$ cat src/rtl/core/tbs_pkg.sv
`timescale 1ns / 1ps
`default_nettype none

package tbs_pkg;

	// block geometry
	localparam int BAND_ROWS   = 8;
	localparam int BLOCK_BYTES = 16;
	localparam int BLOCK_WORDS = BLOCK_BYTES / 4;
	localparam int ROW_W       = $clog2(BAND_ROWS + 1);

	// parameter defaults
	localparam int MAX_ROW_BYTES_DEF = 2048;
	localparam int MAX_BANDS_DEF     = 64;

	// register file
	localparam int ROW_BYTES_W  = 12;
	localparam int BAND_CNT_W   = 7;
	localparam int CFG_IDX_W    = 1;
	localparam int CFG_DATA_W   = ROW_BYTES_W;
	localparam int WORD_W       = 32;

	localparam logic [CFG_IDX_W-1:0] CFG_ROW_BYTES  = 1'b0;
	localparam logic [CFG_IDX_W-1:0] CFG_BAND_COUNT = 1'b1;

	localparam logic [ROW_BYTES_W-1:0] ROW_BYTES_RST  = 12'd2048;
	localparam logic [BAND_CNT_W-1:0]  BAND_COUNT_RST = 7'd64;
	localparam logic [BAND_CNT_W-1:0]  BAND_CNT_SAT   = 7'd127;

	// item kinds on s_tuser
	localparam logic OP_DATA  = 1'b0;
	localparam logic OP_DRAIN = 1'b1;

	// fill side status seen by the emit side
	typedef struct packed {
		logic done;   // band completes with this transfer
		logic half;   // half currently being filled
	} fill_stat_t;

	// read request towards the output stage
	typedef struct packed {
		logic en;
		logic last;
	} rd_req_t;

endpackage

`default_nettype wire

$ cat src/rtl/core/tbs_fill.sv
`timescale 1ns / 1ps
`default_nettype none

module tbs_fill #(
	parameter int MAX_ROW_BYTES = tbs_pkg::MAX_ROW_BYTES_DEF,
	localparam int ROW_SPAN   = MAX_ROW_BYTES / 4,
	localparam int HALF_WORDS = tbs_pkg::BAND_ROWS * ROW_SPAN,
	localparam int IW         = $clog2(HALF_WORDS),
	localparam int CW         = IW + 1,
	localparam int AW         = IW + 1
) (
	input  wire logic                            clk,
	input  wire logic                            arst_n,
	input  wire logic                            resync,
	input  wire logic                            step,
	input  wire logic [CW-1:0]                   wpr,
	input  wire logic [CW-1:0]                   used,
	input  wire logic [CW-1:0]                   band_words,
	input  wire logic [tbs_pkg::BAND_CNT_W-1:0]  bands,
	input  wire logic [tbs_pkg::WORD_W-1:0]      word,
	output logic                                 wr_en,
	output logic      [AW-1:0]                   wr_addr,
	output logic      [tbs_pkg::WORD_W-1:0]      wr_data,
	output tbs_pkg::fill_stat_t                  stat
);

	localparam int TW = CW + 3;

	logic [IW-1:0]                  idx_q;
	logic [tbs_pkg::ROW_W-1:0]      row_q;
	logic [IW-1:0]                  col_q;
	logic                           half_q;
	logic [tbs_pkg::BAND_CNT_W-1:0] filled_q;

	logic                           live;
	logic [CW-1:0]                  idx_next;
	logic [CW-1:0]                  col_next;
	logic                           wrap;
	logic                           done;
	logic [tbs_pkg::ROW_W-1:0]      rs_row;
	logic [IW-1:0]                  rs_col;

	assign live     = step && (filled_q < bands);
	assign idx_next = CW'(idx_q) + CW'(1);
	assign col_next = CW'(col_q) + CW'(1);
	assign wrap     = col_next >= wpr;
	assign done     = live && (idx_next >= band_words);

	assign wr_en   = live && (row_q < tbs_pkg::ROW_W'(tbs_pkg::BAND_ROWS)) && (CW'(col_q) < used);
	assign wr_addr = (half_q ? AW'(HALF_WORDS) : '0)
		+ AW'(row_q[tbs_pkg::ROW_W-2:0]) * AW'(ROW_SPAN) + AW'(col_q);
	assign wr_data = word;

	assign stat.done = done;
	assign stat.half = half_q;

	// recover row and column from the linear fill position after a register change
	always_comb begin
		logic [TW-1:0] thr;
		logic [TW-1:0] base;
		rs_row = '0;
		base   = '0;
		for (int k = 1; k <= tbs_pkg::BAND_ROWS; k++) begin
			thr = TW'(k) * TW'(wpr);
			if (TW'(idx_q) >= thr) begin
				rs_row = tbs_pkg::ROW_W'(k);
				base   = thr;
			end
		end
		rs_col = IW'(TW'(idx_q) - base);
	end

	always_ff @(posedge clk or negedge arst_n) begin
		if (!arst_n) begin
			idx_q    <= '0;
			row_q    <= '0;
			col_q    <= '0;
			half_q   <= 1'b0;
			filled_q <= '0;
		end else if (resync) begin
			row_q <= rs_row;
			col_q <= rs_col;
		end else if (live) begin
			if (done) begin
				idx_q    <= '0;
				row_q    <= '0;
				col_q    <= '0;
				half_q   <= ~half_q;
				filled_q <= filled_q + tbs_pkg::BAND_CNT_W'(1);
			end else begin
				idx_q <= IW'(idx_next);
				if (wrap) begin
					col_q <= '0;
					row_q <= row_q + tbs_pkg::ROW_W'(1);
				end else begin
					col_q <= IW'(col_next);
				end
			end
		end
	end

endmodule

`default_nettype wire

$ cat config.mk
export PLATFORM = sky130hd
export DESIGN_NAME = tbs_fill
export DESIGN_NICKNAME = d
export VERILOG_FILES = /design/src/rtl/core/tbs_pkg.sv /design/src/rtl/core/tbs_fill.sv
export SDC_FILE = /design/constraint.sdc
export NUM_CORES = 1
export LEC_CHECK = 0
export BUFFER_PORTS_ARGS = -buffer_cell sky130_fd_sc_hd__buf_4
export CAP_MARGIN = 40
export CORE_MARGIN = 4
export CORE_UTILIZATION = 55
export CTS_CLUSTER_DIAMETER = 200
export DETAILED_ROUTE_END_ITERATION = 10
export GPL_ROUTABILITY_DRIVEN = 0
export HOLD_SLACK_MARGIN = 0.12
export PLACE_DENSITY_LB_ADDON = 0.12
export SYNTH_ARGS = -nofsm -noshare
export SYNTH_HDL_FRONTEND = slang
export SYNTH_SLANG_ARGS = --single-unit
$ cat constraint.sdc
create_clock -name clk -period 6.3 [get_ports clk]
set_clock_uncertainty 0.1 [all_clocks]
set_input_delay 0.315 -clock clk [delete_from_list [all_inputs] [get_ports clk]]
set_output_delay 0.315 -clock clk [all_outputs]
set_load 0.01 [all_outputs]
==> impl_metrics.csv <==
group,metric,value,unit
route,ant_nets,0,
yosys,async_flop_share,100,%
setup_path,cpMostUsedCell,"buf_4",
route,via_per_inst,6.08,
cts,htreeDepth,2,
cells_and_area,antenna_cells,0,
power_and_ir_drop,internal_power,0.00134,W
yosys,synth_area,8630,um2
setup_path,critPathLaunchType,"input port",
die,start_util,56.4,%
setup_path,crit_fanout,8,
setup_path,endpoint_kind,"register",
job,maxCapViolations,0,
route,drtPass1Iterations,6,
cts,clock_latency,0.29,ns
placement,dp_hpwl,20600,um
die,core,15300,um2
power_and_ir_drop,leakagePower,5.12,nW
route,drt_iter0_drc,707,
power_and_ir_drop,switching_share,47.0,%
power_and_ir_drop,p_per_area,253,nW/um2
cts,clkTransAtPathRegs,0.06,ns
setup_path,arrival,6.15,ns
die,num_rows,45,
placement,port_buffers,65,
cts,post_cts_buffers,0,
grt,grt_max_degree,37,
power_and_ir_drop,p_switching,0.00119,W
die,ioPinCount,130,
route,vias,8387,
cts,numCtsBuffers,5,
setup_path,path_class,"in -> reg",
sta,layout_worst_path_cycle_share,96.0,%
yosys,synth_seq_area_share,10.4,%
cts,cts_tree,"built",
worst_hold_path,min_path_cells,2,
worst_hold_path,hp-class,"in -> reg",
sta,finalHoldViolations,0,
die,die_area,17800,um2
cts,cts_root_buf,"clkbuf_16",
power_and_ir_drop,ir_drop,0.000185,V
grt,grt-ovfl-total,0,
route,drc,0,
sta,worstMarginPinSlew,0.663,ns
grt,antenna_found_initial,0,
sta,timing.fmax,0.165,GHz
yosys,syn_inst,1047,
die,die_w,133,um
grt,grt_use_total,28.3,%
die,die_h,133,um
power_and_ir_drop,power_frac_seq,17.8,%
power_and_ir_drop,power,0.00253,W
yosys,synth_cell_types,79,
sta,setup_viol,0,
yosys,synth_area_per_cell,8.25,um2
sta,slew_violations,0,
cells_and_area,drive_gt1_share,19.8,%
cts,clockBufferDepth,2,
grt,grt_pass1_wl,40800,um
sta,min_period,6.05,ns
sta,fin_hold_ws,0.201,ns
sta,slew_headroom,55.6,%
grt,first_global_vias,7881,
run_status,outcome,"complete, no violations",
yosys,synth-seq-cells,36,
cells_and_area,layout_common_cells,"189 x ha_1, 175 x buf_4, 85 x inv_1",
setup_path,cp_slowest_cell,"fa_1",
cells_and_area,layout_commonest_cell,"ha_1",
cells_and_area,syn_to_final_growth,16.0,%
route,routed_wirelength,25700,um
route,wire_per_inst,18.6,um
setup_path,r2r_cells,22,
yosys,synth_nets,1337,
yosys,synth_edf_count,0,
setup_path,worstPathRequired,6.41,ns
setup_path,max_stage_delay,0.46,ns
yosys,synth_flop_cell,"dfrtp_1",
cts,cts_sinks,36,
power_and_ir_drop,comb_power_share,72.3,%
power_and_ir_drop,clkPwrFrac,9.9,%
cells_and_area,fin_nets,1458,
yosys,yosysWarnings,0,
-- cells by family (layout without fill, tap and decap cells) --
group,Yosys count,count (layout),share of synthesized area [%]
multiplexers,7,7,0.855
AO/OA/AOI/OAI,339,339,27.7
buffers and inverters,148,270,8.62
adder cells (fa/ha/maj),208,208,31.6
flip-flops,36,36,10.4
AND/OR/NAND/NOR,252,252,14.9
XOR/XNOR,57,57,5.94
-- final cells by class --
| cell class | instances | area, um2 |
|---|---|---|
| clock inverters | 3 | 18.8 |
| fillers | 1355 | 5300 |
| repair buffers | 177 | 1340 |
| multi-input cells | 863 | 7050 |
| inverters | 85 | 319 |
| flip-flops and latches | 36 | 901 |
| clock buffers | 5 | 125 |
| well taps | 211 | 264 |
-- metal layers --
layer  global-route usage (%)  wire, um  up-vias  share of wire, %
met1                     38.6     11200     3861                43
met4                     14.3      1280        0               5.0
met5                        0         0        -                 0
met3                     2.68      1800       81               7.0
li1                         -         -     4112                 -
met2                     44.9     11500      333                45
-- per-stage QoR --
step           TNS, ns  worst slack, ns  util [%]  cell area (um2)  std cells
2_1_floorplan        0           0.0498         -             8630       1047
3_3_place_gp   -0.0820          -0.0820      63.9             9790       1370
3_5_place_dp    -0.296           -0.255      64.0             9800       1371
4_1_cts              0           0.0249      65.0             9950       1380
5_1_grt        -0.0470          -0.0470      65.4            10000       1380
6_report             0            0.252      65.4            10000       1380
-- final timing paths --
| path | from | endpoint | slack [ns] |
|---|---|---|---|
| worst max-delay path | wpr[3] | col_q[11]$_DFFE_PN0P_ | 0.25 |
| worst min-delay path | resync | col_q[10]$_DFFE_PN0P_ | 0.20 |
| worst max register to register | idx_q[2]$_DFFE_PN0P_ | col_q[11]$_DFFE_PN0P_ | 0.95 |
| worst min register to register | filled_q[6]$_DFFE_PN0P_ | filled_q[6]$_DFFE_PN0P_ | 0.37 |
| max in group asynchronous | arst_n | col_q[0]$_DFFE_PN0P_ | 5.32 |
| min in group asynchronous | arst_n | filled_q[1]$_DFFE_PN0P_ | 0.44 |
-- Yosys cell counts, types with 5 or more instances --
cell | number | area (um2)
a22oi_1 | 7 | 52.6
nor4_1 | 5 | 31.3
nand4_1 | 8 | 50.1
buf_4 | 43 | 323
o21a_1 | 20 | 150
o21bai_1 | 7 | 52.6
xnor2_1 | 26 | 228
o2111ai_1 | 6 | 52.6
a21oi_1 | 71 | 355
o221ai_1 | 8 | 70.1
a211o_1 | 13 | 114
a21o_1 | 27 | 203
nand2b_1 | 22 | 138
nor2_1 | 57 | 214
or2_2 | 7 | 43.8
inv_1 | 85 | 319
nor3_1 | 12 | 60.1
xor2_1 | 30 | 263
nand2_1 | 58 | 218
a31oi_1 | 11 | 68.8
clkbuf_1 | 15 | 56.3
fa_1 | 17 | 340
dfrtp_1 | 36 | 901
o21ai_0 | 67 | 335
o22ai_1 | 8 | 50.1
o211ai_1 | 11 | 82.6
ha_1 | 191 | 2390
o31ai_1 | 5 | 37.5
nand3_1 | 24 | 120
and4_1 | 5 | 43.8
and3_1 | 19 | 119
a221o_1 | 8 | 80.1
a211oi_1 | 10 | 75.1
nor2b_1 | 13 | 81.3
-- flip-flops by register name, summed over array words and instances (netlist names) --
name / cells
half_q: 1
col_q: 12
row_q: 4
idx_q: 12
filled_q: 7
-- power groups by stage --
stage	sequential, W	combinational, W	clock, W
final	0.000451	0.00183	0.000250
after global routing	0.000469	0.00204	0.000258
after CTS	0.000449	0.00179	0.000251
after detailed placement	0.000452	0.00178	0
after global placement	0.000451	0.00174	0
after floorplan	0.000415	0.00121	0
-- worst max-delay path, delay by kind of cell --
kind | cells | cell delay [ns]
buffers and inverters | 4 | 0.68
AND/OR/NAND/NOR | 4 | 0.63
XOR/XNOR | 2 | 0.50
AO/OA/AOI/OAI | 15 | 2.65
adder cells (fa/ha/maj) | 4 | 1.37
-- timing repair --
action,in CTS,in global routing
gates resized for setup,0,19
hold endpoints to repair,36,0
endpoints found under the setup margin,0,4
hold buffers,1,0
(Power assumes the default switching activity.)
