$ cat config.mk
export PLATFORM = sky130hd
export DESIGN_NAME = tbs_out
export DESIGN_NICKNAME = d
export VERILOG_FILES = /design/src/rtl/core/tbs_pkg.sv /design/src/rtl/core/tbs_out.sv
export SDC_FILE = /design/constraint.sdc
export NUM_CORES = 1
export LEC_CHECK = 0
export BUFFER_PORTS_ARGS = -buffer_cell sky130_fd_sc_hd__buf_2
export CAP_MARGIN = 20
export CORE_UTILIZATION = 40
export DETAILED_ROUTE_END_ITERATION = 10
export HOLD_SLACK_MARGIN = 0.06
export PLACE_DENSITY = 0.77
export REMOVE_ABC_BUFFERS = 1
export SETUP_SLACK_MARGIN = 0.1
export SLEW_MARGIN = 10
export SYNTH_ARGS = -nofsm -noshare
export SYNTH_HDL_FRONTEND = slang
export SYNTH_SLANG_ARGS = --single-unit
$ cat constraint.sdc
create_clock -name clk -period 1.95 [get_ports clk]
set_clock_uncertainty 0.05 [all_clocks]
set_input_delay 0.0975 -clock clk [delete_from_list [all_inputs] [get_ports clk]]
set_output_delay 0.0975 -clock clk [all_outputs]
set_load 0.02 [all_outputs]
$ cat src/rtl/core/tbs_pkg.sv
`timescale 1ns / 1ps
`default_nettype none

package tbs_pkg;

	// block geometry
	localparam int BAND_ROWS   = 8;
	localparam int BLOCK_BYTES = 16;
	localparam int BLOCK_WORDS = BLOCK_BYTES / 4;
	localparam int ROW_W       = $clog2(BAND_ROWS + 1);

	// parameter defaults
	localparam int MAX_ROW_BYTES_DEF = 2048;
	localparam int MAX_BANDS_DEF     = 64;

	// register file
	localparam int ROW_BYTES_W  = 12;
	localparam int BAND_CNT_W   = 7;
	localparam int CFG_IDX_W    = 1;
	localparam int CFG_DATA_W   = ROW_BYTES_W;
	localparam int WORD_W       = 32;

	localparam logic [CFG_IDX_W-1:0] CFG_ROW_BYTES  = 1'b0;
	localparam logic [CFG_IDX_W-1:0] CFG_BAND_COUNT = 1'b1;

	localparam logic [ROW_BYTES_W-1:0] ROW_BYTES_RST  = 12'd2048;
	localparam logic [BAND_CNT_W-1:0]  BAND_COUNT_RST = 7'd64;
	localparam logic [BAND_CNT_W-1:0]  BAND_CNT_SAT   = 7'd127;

	// item kinds on s_tuser
	localparam logic OP_DATA  = 1'b0;
	localparam logic OP_DRAIN = 1'b1;

	// fill side status seen by the emit side
	typedef struct packed {
		logic done;   // band completes with this transfer
		logic half;   // half currently being filled
	} fill_stat_t;

	// read request towards the output stage
	typedef struct packed {
		logic en;
		logic last;
	} rd_req_t;

endpackage

`default_nettype wire

$ cat src/rtl/core/tbs_out.sv
`timescale 1ns / 1ps
`default_nettype none

module tbs_out (
	input  wire logic                       clk,
	input  wire logic                       arst_n,
	input  wire tbs_pkg::rd_req_t           rd_req,
	input  wire logic [tbs_pkg::WORD_W-1:0] rd_data,
	input  wire logic                       m_tready,
	output logic                            m_tvalid,
	output logic      [tbs_pkg::WORD_W-1:0] m_tdata,
	output logic                            m_tlast,
	output logic                            space
);

	logic                       valid_s1;
	logic                       last_s1;
	logic                       m_valid_q;
	logic [tbs_pkg::WORD_W-1:0] m_data_q;
	logic                       m_last_q;
	logic                       adv;

	// read data stays in the buffer's output register until it moves on
	assign adv   = valid_s1 && (!m_valid_q || m_tready);
	assign space = !valid_s1 || adv;

	assign m_tvalid = m_valid_q;
	assign m_tdata  = m_data_q;
	assign m_tlast  = m_last_q;

	always_ff @(posedge clk or negedge arst_n) begin
		if (!arst_n) begin
			valid_s1  <= 1'b0;
			last_s1   <= 1'b0;
			m_valid_q <= 1'b0;
		end else begin
			if (rd_req.en) begin
				valid_s1 <= 1'b1;
				last_s1  <= rd_req.last;
			end else if (adv) begin
				valid_s1 <= 1'b0;
			end
			if (adv) begin
				m_valid_q <= 1'b1;
			end else if (m_tready) begin
				m_valid_q <= 1'b0;
			end
		end
	end

	always_ff @(posedge clk) begin
		if (adv) begin
			m_data_q <= rd_data;
			m_last_q <= last_s1;
		end
	end

endmodule

`default_nettype wire

==> results of run 1 <==
==> power breakdown <==
group	internal (mW)	switching [mW]
combinational	0.121	0.134
clock	0.138	0.227
sequential	0.911	0.0164
==> worst reg2reg max path: cells and delay by family, from the launching register on <==
kind,cells,cell delay [ps]
flip-flops,1,420
buffers and inverters,1,550
AND/OR/NAND/NOR,1,150
AO/OA/AOI/OAI,1,170
==> registers in the layout (all words and copies together) (netlist names) <==
register / count
last_s1: 1
m_tdata: 32
m_tlast: 1
m_tvalid: 1
valid_s1: 1
==> metal layers <==
layer	global-route usage	wire length [µm]
met5	0	0
met4	0.103	33
met3	0.0722	279
met2	0.341	1410
met1	0.225	963
==> worst min-delay path by stage <==
stage	start	end	slack (ps)	cells after the start
after global routing	rd_data[8]	m_tdata[8]	390	2
after global placement	arst_n	m_tvalid	-160	1
after floorplan	arst_n	last_s1	-250	0
after CTS	rd_data[2]	m_tdata[2]	410	2
after detailed placement	arst_n	valid_s1	-150	1
final	rd_data[0]	m_tdata[0]	410	2
==> layout by cell type, fill, tap and decap left out <==
cell	instances
a21o_1	1
and2_1	1
buf_2	71
buf_4	2
clkbuf_1	2
clkbuf_4	5
clkinv_1	1
dfrtp_1	3
dlygate4sd3_1	38
edfxtp_1	33
mux2_4	1
nand2_1	1
nand2b_1	2
nor2b_1	1
==> logic make-up after synthesis <==
logic type,count (synthesis),synth area share
AND/OR/NAND/NOR,5,0.0258
multiplexers,1,0.0134
AO/OA/AOI/OAI,1,0.00672
flip-flops,36,0.954
==> area by class of cell <==
| type | instances | area, µm² | area share |
|---|---|---|---|
| well taps | 30 | 37.5 | 0.0192 |
| repair buffers | 111 | 751 | 0.384 |
| clock inverters | 1 | 3.75 | 0.00192 |
| multi-input cells | 7 | 51.3 | 0.0262 |
| flip-flops and latches | 36 | 1070 | 0.545 |
| clock buffers | 7 | 45.0 | 0.0230 |
==> stage by stage <==
step	utilization	instance area [µm²]	hold WS (ps)
floorplan	-	1120	-248
global placement	0.594	1530	-156
detailed placement	0.594	1530	-153
CTS	0.761	1950	408
global route	0.761	1950	394
finish	0.761	1950	410
==> metrics.txt, run 1 <==
status=finished clean; slew at the pin with the worst max-slew slack=238 ps; vias in the first global route=811; critical path depth in cells=3; achievable frequency=694 MHz; Rows=18; Core ar.=2570 µm²; cell taking the most area after synthesis=edfxtp_1; Max clock buf depth=2; total power draw=1.55 mW; Setup TNS=0 ps; GRT Residual Overflow=0; fin worst setup slack=509 ps; max-slew violations=0; top cells by area, synth=edfxtp_1 89%, dfrtp_1 6.7%, mux2_4 1.3%, nand2b_1 1.1%, a21o_1 0.67%; count of different cell masters after synthesis=8; Leak=0.848 nW; pre-CTS setup slack=658 ps; Post-Syn Area per Cell=26.0 µm²; area growth from synthesis to layout=74.9%; root buf cell=clkbuf_4; initial antenna violation count=0; critical path capture point type=flop; slowest CP cell=dlygate4sd3_1; Relative slew margins=0.841; Crit Path Class=reg2reg; Iteration-0 DRC Markers=13; CTS tree=yes; synth cell count leaders=33 x edfxtp_1, 3 x dfrtp_1, 2 x nand2b_1; WL per Instance=14.0 µm; Tcrit/Tclk final=0.739; layout cells sized above 1=0.488; Fill cells=146; die area=3010 µm²; Synth Instances=43; Seq/Total Area, Yosys=0.954; Setup Viol. Count Final=0; CP bufs+invs=1; I/O pins=72; Worst Reg-to-Reg Cells=3; Inserted Clock Buffers=5; worst hold path type=in2reg; antenna-violating nets left=0; RSZ-0062 raised after global routing=false; DR DRC count=0; Final Critical Period=1440 ps; capture point of the critical path=valid_s1; Setup Fix Bufs, Post-CTS=0; fin cells=192; CP top delay family=buffers and inverters; most numerous cell in the Yosys netlist=edfxtp_1; Buffers on Ports=71; Net count, final=198; via-per-instance ratio=4.41; Worst setup startpoint=m_tvalid; global placement routability congestion=0.688; pwr dens=792 nW/µm²; Post-Syn Area=1120 µm²; global-route usage over all layers=0.203; n_diodes=0; flop2flop setup slack=510 ps; synth warn=0; Worst Path Arrival=1620 ps; first-pass GRT wire length=3840 µm; R2R Path End=valid_s1; critical path cell sequence=nor2b_1 > a21o_1 > dlygate4sd3_1; Post-synth EDFFs=33; # resized after CTS=0; Seq cells post-synth=36; Max FO, Critical Path=3; Vias=846; slowest stage delay, CP=550 ps; startpoint types=flop; Clk pin slew, worst setup/hold paths=100 ps; DP Wirelength=1560 µm; Worst-Skew Late Latency=340 ps; max_cap viols=0; # placed instances=146; final hold vios=0; Top FF cell, synth=edfxtp_1; Die Wd=54.9 µm; largest net degree at the start of global routing=20; TritonCTS Sinks=36; critical path required time=2130 ps; post-synth top area share=0.887; total wire length=2690 µm; Synth async-reset ratio=0.0833; chip height=54.9 µm; Max rail drop VDD=685 µV; DRT Pass-1 Iters=4; Starting Density=0.435; hold buffers post-CTS=38; H-tree levels=2; reg2reg start=m_tvalid
No activity file was read; power rests on OpenSTA's default activity.
==> run 2: changes to the inputs <==
CORE_UTILIZATION = 36   (was 40)
PLACE_DENSITY = 0.74   (was 0.77)
clock period = 1.2 ns   (was 1.95 ns; I/O delays follow)
==> metrics.txt, run 2 (synthesis gave the netlist of run 1 again) <==
n_diodes=0 (unchanged); global placement routability congestion=0.624 (-9.2%); critical path required time=1090 ps (-1040 ps); critical path cell sequence=buf_6 > nor2b_4 > nand2_2 > buf_6; busiest grt layer=met2; TritonCTS Sinks=36 (unchanged); first-pass GRT wire length=3780 µm (-1.6%); DRT Pass-1 Iters=7 (+3); Iteration-0 DRC Markers=20 (+7); # placed instances=149 (+2.1%); Top cell by count, worst path=buf_6; Rows=19 (+1); slowest CP cell=dfrtp_1; fin worst setup slack=-64.4 ps (-573 ps); Final Critical Period=1260 ps; switching share of power=0.229 (-0.0155); slowest stage delay, CP=370 ps (-180 ps); via-per-instance ratio=4.49 (+2.0%); Setup TNS=-112 ps (-112 ps); most frequent cells in the layout=69 x buf_2, 36 x dlygate4sd3_1, 33 x edfxtp_1, 5 x clkbuf_4; Die Wd=57.7 µm (+5.2%); antenna-violating nets left=0 (unchanged); slew at the pin with the worst max-slew slack=173 ps (-65.5 ps); Inserted Clock Buffers=5 (unchanged); final hold vios=0 (unchanged); H-tree levels=2 (unchanged); Fill cells=203 (+39%); RSZ-0062 raised after global routing=true; met1 Resource Use GR=0.142 (-0.0823); max_cap viols=0 (unchanged); Core ar.=2850 µm² (+11%); Vias=872 (+3.1%); achievable frequency=791 MHz; pwr dens=1310 nW/µm² (+65%); commonest non-fill, non-tap cell in the layout=buf_2; status=complete, but fails checks; combinational share of power=0.170 (+0.005); area growth from synthesis to layout=81.7%; Min Hold Slack=61.7 ps (-348 ps); Relative slew margins=0.885 (+0.0433); Leak=0.890 nW (+4.9%); Tcrit/Tclk final=1.05; GRT Residual Overflow=0 (unchanged); CP top delay family=flip-flops; root buf cell=clkbuf_4; largest net degree at the start of global routing=21 (+5.0%); vias in the first global route=877 (+8.1%); Largest register FFs=32 (unchanged); layout cells sized above 1=0.534 (+0.0461); DP Wirelength=1420 µm (-9.2%); Buffers on Ports=71 (unchanged); CP bufs+invs=2 (+1); fin cells=194 (+1.0%); Crit Path Class=reg2out; Max rail drop VDD=966 µV (+41%); Starting Density=0.392 (-0.0435); global-route usage over all layers=0.163 (-0.0400); I/O pins=72 (unchanged); Max FO, Critical Path=2 (-1); met2 Use GR=0.309 (-0.0324); met3 Usage GRT=0.0871 (+0.0148); WL per Instance=13.1 µm (-6.1%); worst hold path type=in2reg; Worst Path Arrival=1150 ps (-470 ps); critical path capture point type=output pin; die area=3330 µm² (+11%); failing checks=DRC, setup timing; Max clock buf depth=2 (unchanged); max-slew violations=0 (unchanged); total wire length=2550 µm (-5.2%); CTS tree=yes; Clock Power Share=0.264 (+0.028); startpoint types=flop; Net count, final=199 (+0.51%); Setup Viol. Count Final=11 (+11); Sw Pwr=0.609 mW (+61%); Int Power=2.05 mW (+75%); chip height=57.7 µm (+5.2%); hold buffers post-CTS=36 (-5.3%); DR DRC count=5 (+5); sequential share of power=0.566 (-0.033); initial antenna violation count=0 (unchanged); Worst-Skew Late Latency=320 ps (-20 ps); Clk pin slew, worst setup/hold paths=90 ps (about the same)
==> run 2: cell count changes in the layout (fill, tap and decap cells not counted) <==
cell,delta
buf_6,+3
nand2_1,-1
nor2b_4,+1
buf_12,+2
clkinv_1,-1
and2_2,+1
and2_1,-1
clkbuf_1,-1
buf_2,-2
nor2b_1,-1
dlygate4sd3_1,-2
clkbuf_8,+2
nand2_2,+1
==> run 2: worst paths after layout <==
check,depth (start not counted),startpoint,end,slack (ps)
max,4,m_tvalid,space,-60
min in group asynchronous,3,arst_n,last_s1,580
max reg2reg,3,m_tvalid,m_tdata[24],-10
max in group asynchronous,3,arst_n,valid_s1,350
min reg2reg,0,last_s1,m_tlast,440
min,3,m_tready,valid_s1,60
==> run 2: worst reg2reg max path, stage by stage, from the launching register on <==
cell      delay (ps)
dfrtp_1          400
nand2b_1          90
and2_2           210
buf_12           170
==> run 2: layout make-up <==
class / instances / area (µm²) / share of cell area
clock buffer: 8 / 68.8 / 0.0339
tap: 31 / 38.8 / 0.0191
sequential: 36 / 1070 / 0.525
timing repair buffer: 112 / 795 / 0.391
multi-input combinational: 7 / 62.6 / 0.0308
==> run 2: metal layers <==
layer  part of all wire  routed length [µm]
met1               0.33                 854
met2               0.56                1430
met3              0.087                 222
met4              0.016                  42
met5                  0                   0
==> run 2: power groups by stage <==
stage / sequential (mW) / clock, mW / combinational, mW
2_1_floorplan: 1.65 / 0 / 0.0478
3_3_place_gp: 1.53 / 0 / 0.334
3_5_place_dp: 1.53 / 0 / 0.339
4_1_cts: 1.50 / 0.729 / 0.440
5_1_grt: 1.51 / 0.793 / 0.480
6_report: 1.51 / 0.702 / 0.453
==> run 2: repair_timing <==
item / CTS / global route
endpoints found under the hold margin: 37 / 1
gates resized for setup: 6 / 3
setup endpoints to repair: 35 / 35
setup buffers: 0 / 1
pin swaps: 1 / 0
==> run 2: through the flow <==
stage	setup slack [ps]	power, mW	util	area, µm²
after global routing	-129	2.79	0.712	2030
after global placement	-13.1	1.86	0.549	1570
final	-64.4	2.66	0.712	2030
after CTS	-64.7	2.67	0.706	2010
after detailed placement	-61.8	1.87	0.549	1570
after floorplan	-629	1.69	-	1120
