[src/rtl/core/tbs_pkg.sv]
`timescale 1ns / 1ps
`default_nettype none

package tbs_pkg;

	// block geometry
	localparam int BAND_ROWS   = 8;
	localparam int BLOCK_BYTES = 16;
	localparam int BLOCK_WORDS = BLOCK_BYTES / 4;
	localparam int ROW_W       = $clog2(BAND_ROWS + 1);

	// parameter defaults
	localparam int MAX_ROW_BYTES_DEF = 2048;
	localparam int MAX_BANDS_DEF     = 64;

	// register file
	localparam int ROW_BYTES_W  = 12;
	localparam int BAND_CNT_W   = 7;
	localparam int CFG_IDX_W    = 1;
	localparam int CFG_DATA_W   = ROW_BYTES_W;
	localparam int WORD_W       = 32;

	localparam logic [CFG_IDX_W-1:0] CFG_ROW_BYTES  = 1'b0;
	localparam logic [CFG_IDX_W-1:0] CFG_BAND_COUNT = 1'b1;

	localparam logic [ROW_BYTES_W-1:0] ROW_BYTES_RST  = 12'd2048;
	localparam logic [BAND_CNT_W-1:0]  BAND_COUNT_RST = 7'd64;
	localparam logic [BAND_CNT_W-1:0]  BAND_CNT_SAT   = 7'd127;

	// item kinds on s_tuser
	localparam logic OP_DATA  = 1'b0;
	localparam logic OP_DRAIN = 1'b1;

	// fill side status seen by the emit side
	typedef struct packed {
		logic done;   // band completes with this transfer
		logic half;   // half currently being filled
	} fill_stat_t;

	// read request towards the output stage
	typedef struct packed {
		logic en;
		logic last;
	} rd_req_t;

endpackage

`default_nettype wire

[src/rtl/core/tbs_emit.sv]
`timescale 1ns / 1ps
`default_nettype none

module tbs_emit #(
	parameter int MAX_ROW_BYTES = tbs_pkg::MAX_ROW_BYTES_DEF,
	localparam int ROW_SPAN   = MAX_ROW_BYTES / 4,
	localparam int HALF_WORDS = tbs_pkg::BAND_ROWS * ROW_SPAN,
	localparam int IW         = $clog2(HALF_WORDS),
	localparam int CW         = IW + 1,
	localparam int AW         = IW + 1
) (
	input  wire logic                           clk,
	input  wire logic                           arst_n,
	input  wire logic                           accept,
	input  wire tbs_pkg::fill_stat_t            stat,
	input  wire logic [CW-1:0]                  emit_words,
	input  wire logic [tbs_pkg::BAND_CNT_W-1:0] bands,
	output tbs_pkg::rd_req_t                    rd_req,
	output logic      [AW-1:0]                  rd_addr
);

	// block of 8 rows x 4 words: low two bits pick the word, next three the row
	localparam int BLK_SHIFT = $clog2(tbs_pkg::BAND_ROWS * tbs_pkg::BLOCK_WORDS);
	localparam int WRD_BITS  = $clog2(tbs_pkg::BLOCK_WORDS);

	logic [IW-1:0]                  emit_q;
	logic                           pending_q;
	logic [tbs_pkg::BAND_CNT_W-1:0] emitted_q;

	logic                           end_w;
	logic [2:0]                     row;
	logic [IW-1:0]                  col;

	assign end_w = (CW'(emit_q) + CW'(1)) >= emit_words;
	assign row   = emit_q[BLK_SHIFT-1:WRD_BITS];
	assign col   = ((emit_q >> BLK_SHIFT) << WRD_BITS) | IW'(emit_q[WRD_BITS-1:0]);

	assign rd_req.en   = accept && pending_q;
	assign rd_req.last = end_w
		&& ((tbs_pkg::BAND_CNT_W + 1)'(emitted_q) + (tbs_pkg::BAND_CNT_W + 1)'(1)
			>= (tbs_pkg::BAND_CNT_W + 1)'(bands));

	// the pending band sits in the half not being filled
	assign rd_addr = (stat.half ? '0 : AW'(HALF_WORDS))
		+ AW'(row) * AW'(ROW_SPAN) + AW'(col);

	always_ff @(posedge clk or negedge arst_n) begin
		if (!arst_n) begin
			emit_q    <= '0;
			pending_q <= 1'b0;
			emitted_q <= '0;
		end else begin
			if (rd_req.en) begin
				if (end_w) begin
					pending_q <= 1'b0;
					emit_q    <= '0;
					if (emitted_q < tbs_pkg::BAND_CNT_SAT) begin
						emitted_q <= emitted_q + tbs_pkg::BAND_CNT_W'(1);
					end
				end else begin
					emit_q <= emit_q + IW'(1);
				end
			end
			// a freshly completed band takes over
			if (stat.done) begin
				pending_q <= 1'b1;
				emit_q    <= '0;
			end
		end
	end

endmodule

`default_nettype wire

[config.mk]
export PLATFORM = sky130hd
export DESIGN_NAME = tbs_emit
export DESIGN_NICKNAME = d
export VERILOG_FILES = /design/src/rtl/core/tbs_pkg.sv /design/src/rtl/core/tbs_emit.sv
export SDC_FILE = /design/constraint.sdc
export NUM_CORES = 1
export LEC_CHECK = 0
export BUFFER_PORTS_ARGS = -buffer_cell sky130_fd_sc_hd__clkbuf_2
export CAP_MARGIN = 40
export CORE_ASPECT_RATIO = 1.1
export CORE_MARGIN = 2
export CORE_UTILIZATION = 25
export CTS_CLUSTER_DIAMETER = 100
export DETAILED_ROUTE_END_ITERATION = 7
export PLACE_DENSITY = 0.4
export SYNTH_ARGS = -nofsm -noshare
export SYNTH_HDL_FRONTEND = slang
export SYNTH_SLANG_ARGS = --single-unit
[constraint.sdc]
create_clock -name clk -period 7.6 [get_ports clk]
set_input_delay 0.76 -clock clk [delete_from_list [all_inputs] [get_ports clk]]
set_output_delay 0.76 -clock clk [all_outputs]
set_load 0.1 [all_outputs]
==> results, run 1 <==
- The tightest min-delay check is of the primary input to async pin type.
- Across the VDD grid, the largest voltage drop is roughly 0.000046 V.
- The aggregate global routing overflow is 0.
- The deepest clock path buffer count is 2.
- After synthesis, the share of flip-flops with an asynchronous set or reset is 100%.
- The die covers 7290 um2.
- The overall die width is slightly above 80 um.
- The total number of clock tree sinks is 20.
- Subtracting the final worst setup slack from the clock period gives 4.49 ns.
- Walking the worst path, the cells encountered are and4_1, nand4_1, nor3_1, xor2_1, ha_1, nand4_1, or4_1, o32ai_1, nor3_2, buf_4, nor2_1, clkbuf_2.
- At the pin with the least slew margin, the transition time is a little over 0.8 ns.
- Clock tree synthesis selected as its root buffer the cell clkbuf_8.
- After synthesis, the most frequently instantiated cells are 24 x inv_1, 23 x ha_1, 21 x nand2_1, 20 x dfrtp_1, 17 x nand3_1.
- Synthesis produced about 200 cells.
- Synthesis produced a netlist with a net count of about 250.
- The startpoint identified for the worst register-to-register timing path is emit_q[3].
- At the worst endpoint, the required time is about 6.8 ns.
- The post-route clock skew is around 0.0084 ns.
- The post-cts repair resize count is 0.
- In the finished design, the share of the clock period the worst path needs comes to 59.1%.
- Of the cells placed in the final design, the portion with a size suffix greater than 1 is between 20% and 30%.
- The tool flagged a number of max-cap violations equal to 0.
- In this run the static leakage power is about 0.0010 uW.
- The share of synthesized area in the top cell type comes to 30.2%.
- For this design the top-level I/O count stands at 40.
- Once the floorplan was initialized, standard cells occupied approximately 25% of the core.
- In this run the vertical extent of the chip is around 89 um.
- The total power consumption of the routed design is roughly 220 uW.
- The largest total area in the synthesized netlist belongs to dfrtp_1.
- The critical path launch point type is a flip-flop.
- In this run the cell area of the synthesized design comes to roughly 1700 um2.
- The via count of the first global-routing pass is between 1000 and 1500.
- The count of port buffers added during placement is 39.
- The detailed router finished its first iteration with between 40 and 50 violations.
- The deepest level of the CTS H-tree is 1.
- The type of the worst setup path is flip-flop to output port.
- The number of fill cells is around 710.
- The buffer and inverter count on the worst path is 2.
- The standard cell core area is 6520 um2.
- The reg-to-reg endpoint is emitted_q[3].
- Setup violations remaining at the end of the flow were counted as 0.
- The first-pass GRT wire length is ~6800 um.
- On the critical path, the stage with the largest delay is an instance of or4_1.
- The total routed wirelength is between 4000 and 5000 um.
- Detailed routing inserted a total of ~1400 vias.
- The number of antenna cells inserted is 0.
- The detailed-route vias per instance is roughly 4.6.
- For the worst flop-to-flop path, the logic depth is 12.
- The initialized floorplan defines 31 standard-cell rows.
- The post-detailed-placement half-perimeter wirelength is around 3100 um.
- Compared with the post-synthesis result, the final layout area differs by 19.5%.
- Clock latency on the worst-skew pair, taken at its later pin, is 0.26 ns.
- The critical-path maximum fanout is 20.
- The final layout contains 284 nets.
- Global routing used 11.9% of the available tracks across all layers.
- In this design, the critical path's most frequently occurring cell is nand4_1.
- In the routed design, unresolved DRC markers number 0.
- The register bit total from synthesis is 20.
- Synthesis instantiated 28 different standard cells from the library.
- The count of flip-flops with a built-in enable after synthesis is 0.
- In this run the register-to-register setup slack is 4.00 ns.
- The dominant delay contributor by cell family on the critical path is simple AND/OR/NAND/NOR gates.
- The data arrival time of the critical path is around 3.7 ns.
- The share of the Yosys chip area taken by registers is a little under a third.
- The total power density per cell area is between 100 and 150 nW/um2.
- Clock-pin slew was measured on the worst setup and hold paths at roughly 0.080 ns.
- On the worst path, the slowest cell contributes a delay of approximately 0.53 ns.
- The number of pins exceeding their max-slew limit in the final report is 0.
- The run finished with clean final reports.
- Routability-driven placement finished with a final weighted congestion of roughly 0.71.
- The maximum clock rate is around 0.22 GHz.
- The kind of capture point of the worst setup path is an output port.
- The CTS tree is built.
- The number of clock buffers inserted by TritonCTS is 3.
- The detail route stage leaves a number of antenna-violating nets equal to 0.
- The most frequently used flop master after synthesis is dfrtp_1.
- The number of hold buffers added after CTS is 0.
- The dominant cell by count in the synthesized netlist is inv_1.
- The initial antenna violation count was 0.
- Setup repair after global routing left no endpoint under its margin.
- For the final routed database, the setup TNS stands at 0 ns.
- The pin count of the biggest net entering global routing is 21.
- During synthesis, Yosys emitted a total of 0 warnings.
- The number of hold violations in the final report is 0.
- The number of setup buffers added after CTS is 0.
- The average wire per standard cell is ~13 um.
- A synthesized cell averages 8.37 um2.
- The count of TritonRoute iterations in the first routing pass is 4.
- By area the synthesized netlist is led by dfrtp_1 30%, ha_1 17%, inv_1 5.4%, xnor2_1 5.3%, nand3_1 5.1%.
- Headroom to the max-slew limit came out at between 40% and 50%.
where the power goes:
group | switching, uW | leakage, uW | total, uW | internal (uW)
combinational | 26.8 | 0.000743 | 38.5 | 11.7
sequential | 1.85 | 0.000273 | 109 | 107
clock | 34.1 | 0.0000216 | 69.4 | 35.3
total | 62.8 | 0.00104 | 217 | 154
registers in the layout, indices dropped and copies added, names as in the netlist:
register and count:
pending_q 1, emitted_q 7, emit_q 12
worst max path at each step:
stage	slack, ns	to	cells past startpoint	start
after detailed placement	3.40	rd_req[0]	12	emit_q[3]
after CTS	3.10	rd_req[0]	12	emit_q[3]
after global placement	3.48	rd_req[0]	12	emit_q[0]
after global routing	2.82	rd_req[0]	12	emit_q[3]
after floorplan	2.01	rd_req[0]	13	emit_q[2]
final	3.11	rd_req[0]	12	emit_q[3]
cell families after synthesis:
logic type / synth area share, %
and+or+nand+nor: 23.0
adders and majority gates: 17.4
buffers and inverters: 7.17
xor gates and xnor gates: 10.0
DFF: 30.2
muxes: 2.04
AOI/OAI and AO/OA: 10.2
through the flow:
step | worst slack [ns] | hold slack, ns | utilization, % | cell area (um2) | std cells
floorplan | 2.01 | 0.449 | - | 1660 | 198
global placement | 3.48 | 0.459 | 29.7 | 1940 | 313
detailed placement | 3.40 | 0.474 | 29.7 | 1940 | 313
CTS | 3.10 | 0.488 | 30.4 | 1980 | 316
global route | 2.82 | 0.500 | 30.4 | 1980 | 316
finish | 3.11 | 0.477 | 30.4 | 1980 | 316
worst reg2reg max path: cells and delay by family, from the launching register on:
family                     cells  cell delay [ns]
buffers and inverters          1             0.22
xor gates and xnor gates       2             0.27
and+or+nand+nor                7             1.88
adders and majority gates      1             0.32
DFF                            1             0.48
AOI/OAI and AO/OA              1             0.34
layout make-up:
class	count	area, um2	share of cell area [%]
clock buffers	3	41.3	2.09
inverters	24	90.1	4.55
multi-input cells	147	1040	52.7
flip-flops and latches	20	500	25.3
well taps	82	103	5.18
repair buffers	40	203	10.2
cell usage in the layout (no fill, tap or decap), types with 2 or more instances in the layout:
cell type	count
inv_1	24
xnor2_1	10
or4_1	3
ha_1	23
a21oi_1	15
a21o_1	5
nand2_1	21
nor4_2	2
nand4_1	5
nand3_1	17
clkbuf_2	39
a22oi_1	2
o21ai_0	2
nor3_1	5
clkbuf_8	3
nand2b_1	4
xor2_1	9
nor2_1	12
dfrtp_1	20
mux2_2	3
a211oi_1	2
layer usage:
layer | GRT usage (%) | routed length, um | vias up | share of wire (%)
met4 | 4.09 | 27 | 0 | 0.66
met2 | 20.3 | 1920 | 32 | 47
li1 | - | - | 750 | -
met3 | 2.02 | 168 | 2 | 4.1
met5 | 0 | 0 | - | 0
met1 | 15.3 | 1980 | 658 | 48
No activity file was read; power rests on OpenSTA's default activity.
==> run 2: changes to the inputs <==
Settings changed: PLACE_DENSITY 0.4 to 0.42.
Clock period 7.6 ns to 4.05 ns, I/O delays scaled along.
==> results, run 2 (synthesis gave the netlist of run 1 again) <==
- For this run, the slowest stage of the critical path takes roughly 0.53 ns.
- From left edge to right edge, the die measures about 82 um.
- For this run, the detailed router's first-pass iteration total came to 4.
- The die area is 7290 um2.
- In the final layout, the share of cells above drive strength 1 is 26.4%.
- Entering global routing, the biggest net connects 21 pins.
- The post-route clock skew is 0.00353 ns.
- Setup repair after global routing left no endpoint under its margin.
- Data arrives at the worst endpoint at between 3 and 4 ns.
- The number of hold violations in the final report is 0.
- The worst setup path is captured at an output port.
- Hold repair after CTS inserted 0 buffers.
- In the final layout, the registers with the most flip-flops are emit_q: 12 flops, emitted_q: 7 flops, pending_q: 1 flops.
- The number of max-cap violations is 0.
- The first-pass GRT wire length is ~6700 um.
- The number of antenna cells inserted is 0.
- The detailed router placed 1405 vias in this run.
- The total global routing track utilization is 12.0%.
- The total number of clock tree sinks is 20.
- The dominant delay contributor by cell family on the critical path is simple AND/OR/NAND/NOR gates.
- In the routed design, unresolved DRC markers number 0.
- The flow ran to the end, and the final reports show no timing, DRC or antenna violations.
- In this run the tightest slew margin relative to its limit is between 40% and 50%.
- The post-cts repair resize count is 0.
- The post-detailed-placement half-perimeter wirelength is around 3200 um.
- The path category of the worst min-delay check is primary input to async pin.
- The type of the worst setup path is flip-flop to output port.
- The worst setup path startpoint is emit_q[3].
- CTS built an H-tree with a depth of 1.
- The deepest clock path buffer count is 2.
- The count of standard-cell rows is 31.
- The weighted congestion at the end of routability-driven global placement is slightly above 0.7.
- The via count of the first global-routing pass is between 1000 and 1500.
- For this design the static power due to leakage is around 0.0010 uW.
- The buffer and inverter count on the worst path is 1.
- The initial antenna violation count came to 0.
- The number of pins exceeding their max-slew limit in the final report is 0.
- TritonCTS built the clock tree.
- The average wire per standard cell is approximately 13 um.
- The pin slew with the least headroom to its limit is between 0.8 and 0.9 ns.
- The number of clock buffers inserted by TritonCTS is 3.
- The most frequent standard cell in the layout excluding fill and tap cells is clkbuf_2.
- The worst register-to-register path ends at emitted_q[3].
- The cell type of the slowest stage on the worst timing path is or4_1.
- The filler cells instantiated in the layout total slightly above 700.
- The final cell count without fillers is between 300 and 400.
- Measured in cells, the most critical reg-to-reg path has a length of 11.
- The critical-path maximum fanout is 8.
- The overall die height is 89.4 um.
- The number of antenna-violating nets in the routed design is 0.
- The post-placement setup slack is 0.516 ns.
- The final-stage net count is about 290.
- After detailed routing, the number of vias per cell comes to between 4 and 5.
- The largest vdd supply drop is ~0.000090 V.
- The aggregate global routing overflow is 0.
- The sum of negative setup slack is 0 ns.
- The starting utilization of the core area is roughly 25%.
- The standard cell core area is between 6000 and 7000 um2.
- The clock tree root buffer cell is clkbuf_8.
- The critical path launch point type is a flip-flop.
- The total routed wirelength is between 4000 and 5000 um.
- Clock-pin slew was measured on the worst setup and hold paths at 0.08 ns.
- Traced cell by cell, the critical path runs through and4_1, nand4_1, nor3_1, xor2_1, ha_1, nand4_1, or4_1, o32ai_1, nor3_2, nor2_4, buf_4.
- The flop-to-flop setup slack is about 0.55 ns.
- The worst-skew pair later-pin latency is approximately 0.26 ns.
- The worst register-to-register path begins at emit_q[3].
- The register with the most flip-flops in the layout has 12 of them.
- The maximum clock rate is ~0.26 GHz.
- The part of the cycle the worst path needs is between 90% and 100%.
- The critical path's most frequent cell is nand4_1.
- The count of buffers added by post-CTS timing repair for setup is 0.
- The library cells used most frequently in the layout, excluding fill and tap cells, are 38 x clkbuf_2, 24 x inv_1, 23 x ha_1.
- The I/O pin total is 40.
- After layout, the minimum clock period comes to roughly 3.8 ns.
- The first-iteration detailed-routing DRC count is 67.
- The register ranked first by flip-flop count is emit_q.
- The worst path required time is between 3 and 4 ns.
- Setup violations remaining at the end of the flow were counted as 0.
- In this run, placement finished with an instance count of ~310.
- In this run the power density over the cells is roughly 200 nW/um2.
- From synthesis to final layout, the design area changed by 21.6%.
- Setup slack on the critical path of the routed design comes to ~0.26 ns.
- The count of port buffers added during placement is 39.
-- run 2: changes by cell type in the layout (fill, tap and decap cells not counted), sizes merged --
cell,before,now
clkbuf,42,41
buf,1,3
-- run 2: power breakdown --
group,switching [uW],leakage [uW],internal (uW)
clock,67.2,0.0000216,66.3
sequential,3.21,0.000256,202
combinational,49.5,0.000749,22.7
-- run 2: worst max-delay path by stage --
stage                           end  slack [ns]  cells after the start
after floorplan           rd_req[0]       0.005                     13
after global placement    rd_req[0]        0.51                     11
after detailed placement  rd_req[0]        0.52                     11
after CTS                 rd_req[0]        0.22                     11
after global routing      rd_req[0]        0.06                     11
final                     rd_req[0]        0.26                     11
-- run 2: final cells by class --
class / count / area [um2] / share of cell area (%)
well taps: 82 / 103 / 5.09
inverters: 24 / 90.1 / 4.47
clock buffers: 3 / 41.3 / 2.05
repair buffers: 41 / 213 / 10.6
flip-flops and latches: 20 / 518 / 25.7
multi-input cells: 147 / 1050 / 52.1
-- run 2: through the flow --
stage / hold WS [ns] / instance area, um2 / util (%) / total power, uW
after floorplan: 0.109 / 1680 / - / 255
after global placement: 0.420 / 1970 / 30.3 / 283
after detailed placement: 0.422 / 1970 / 30.3 / 283
after CTS: 0.137 / 2010 / 30.9 / 419
after global routing: 0.162 / 2010 / 30.9 / 438
final: 0.115 / 2010 / 30.9 / 411
-- run 2: layer usage --
metal	wire length, um	global-route usage [%]
met5	0	0
met4	51	3.64
met3	185	1.52
met2	1950	20.9
met1	1840	15.5
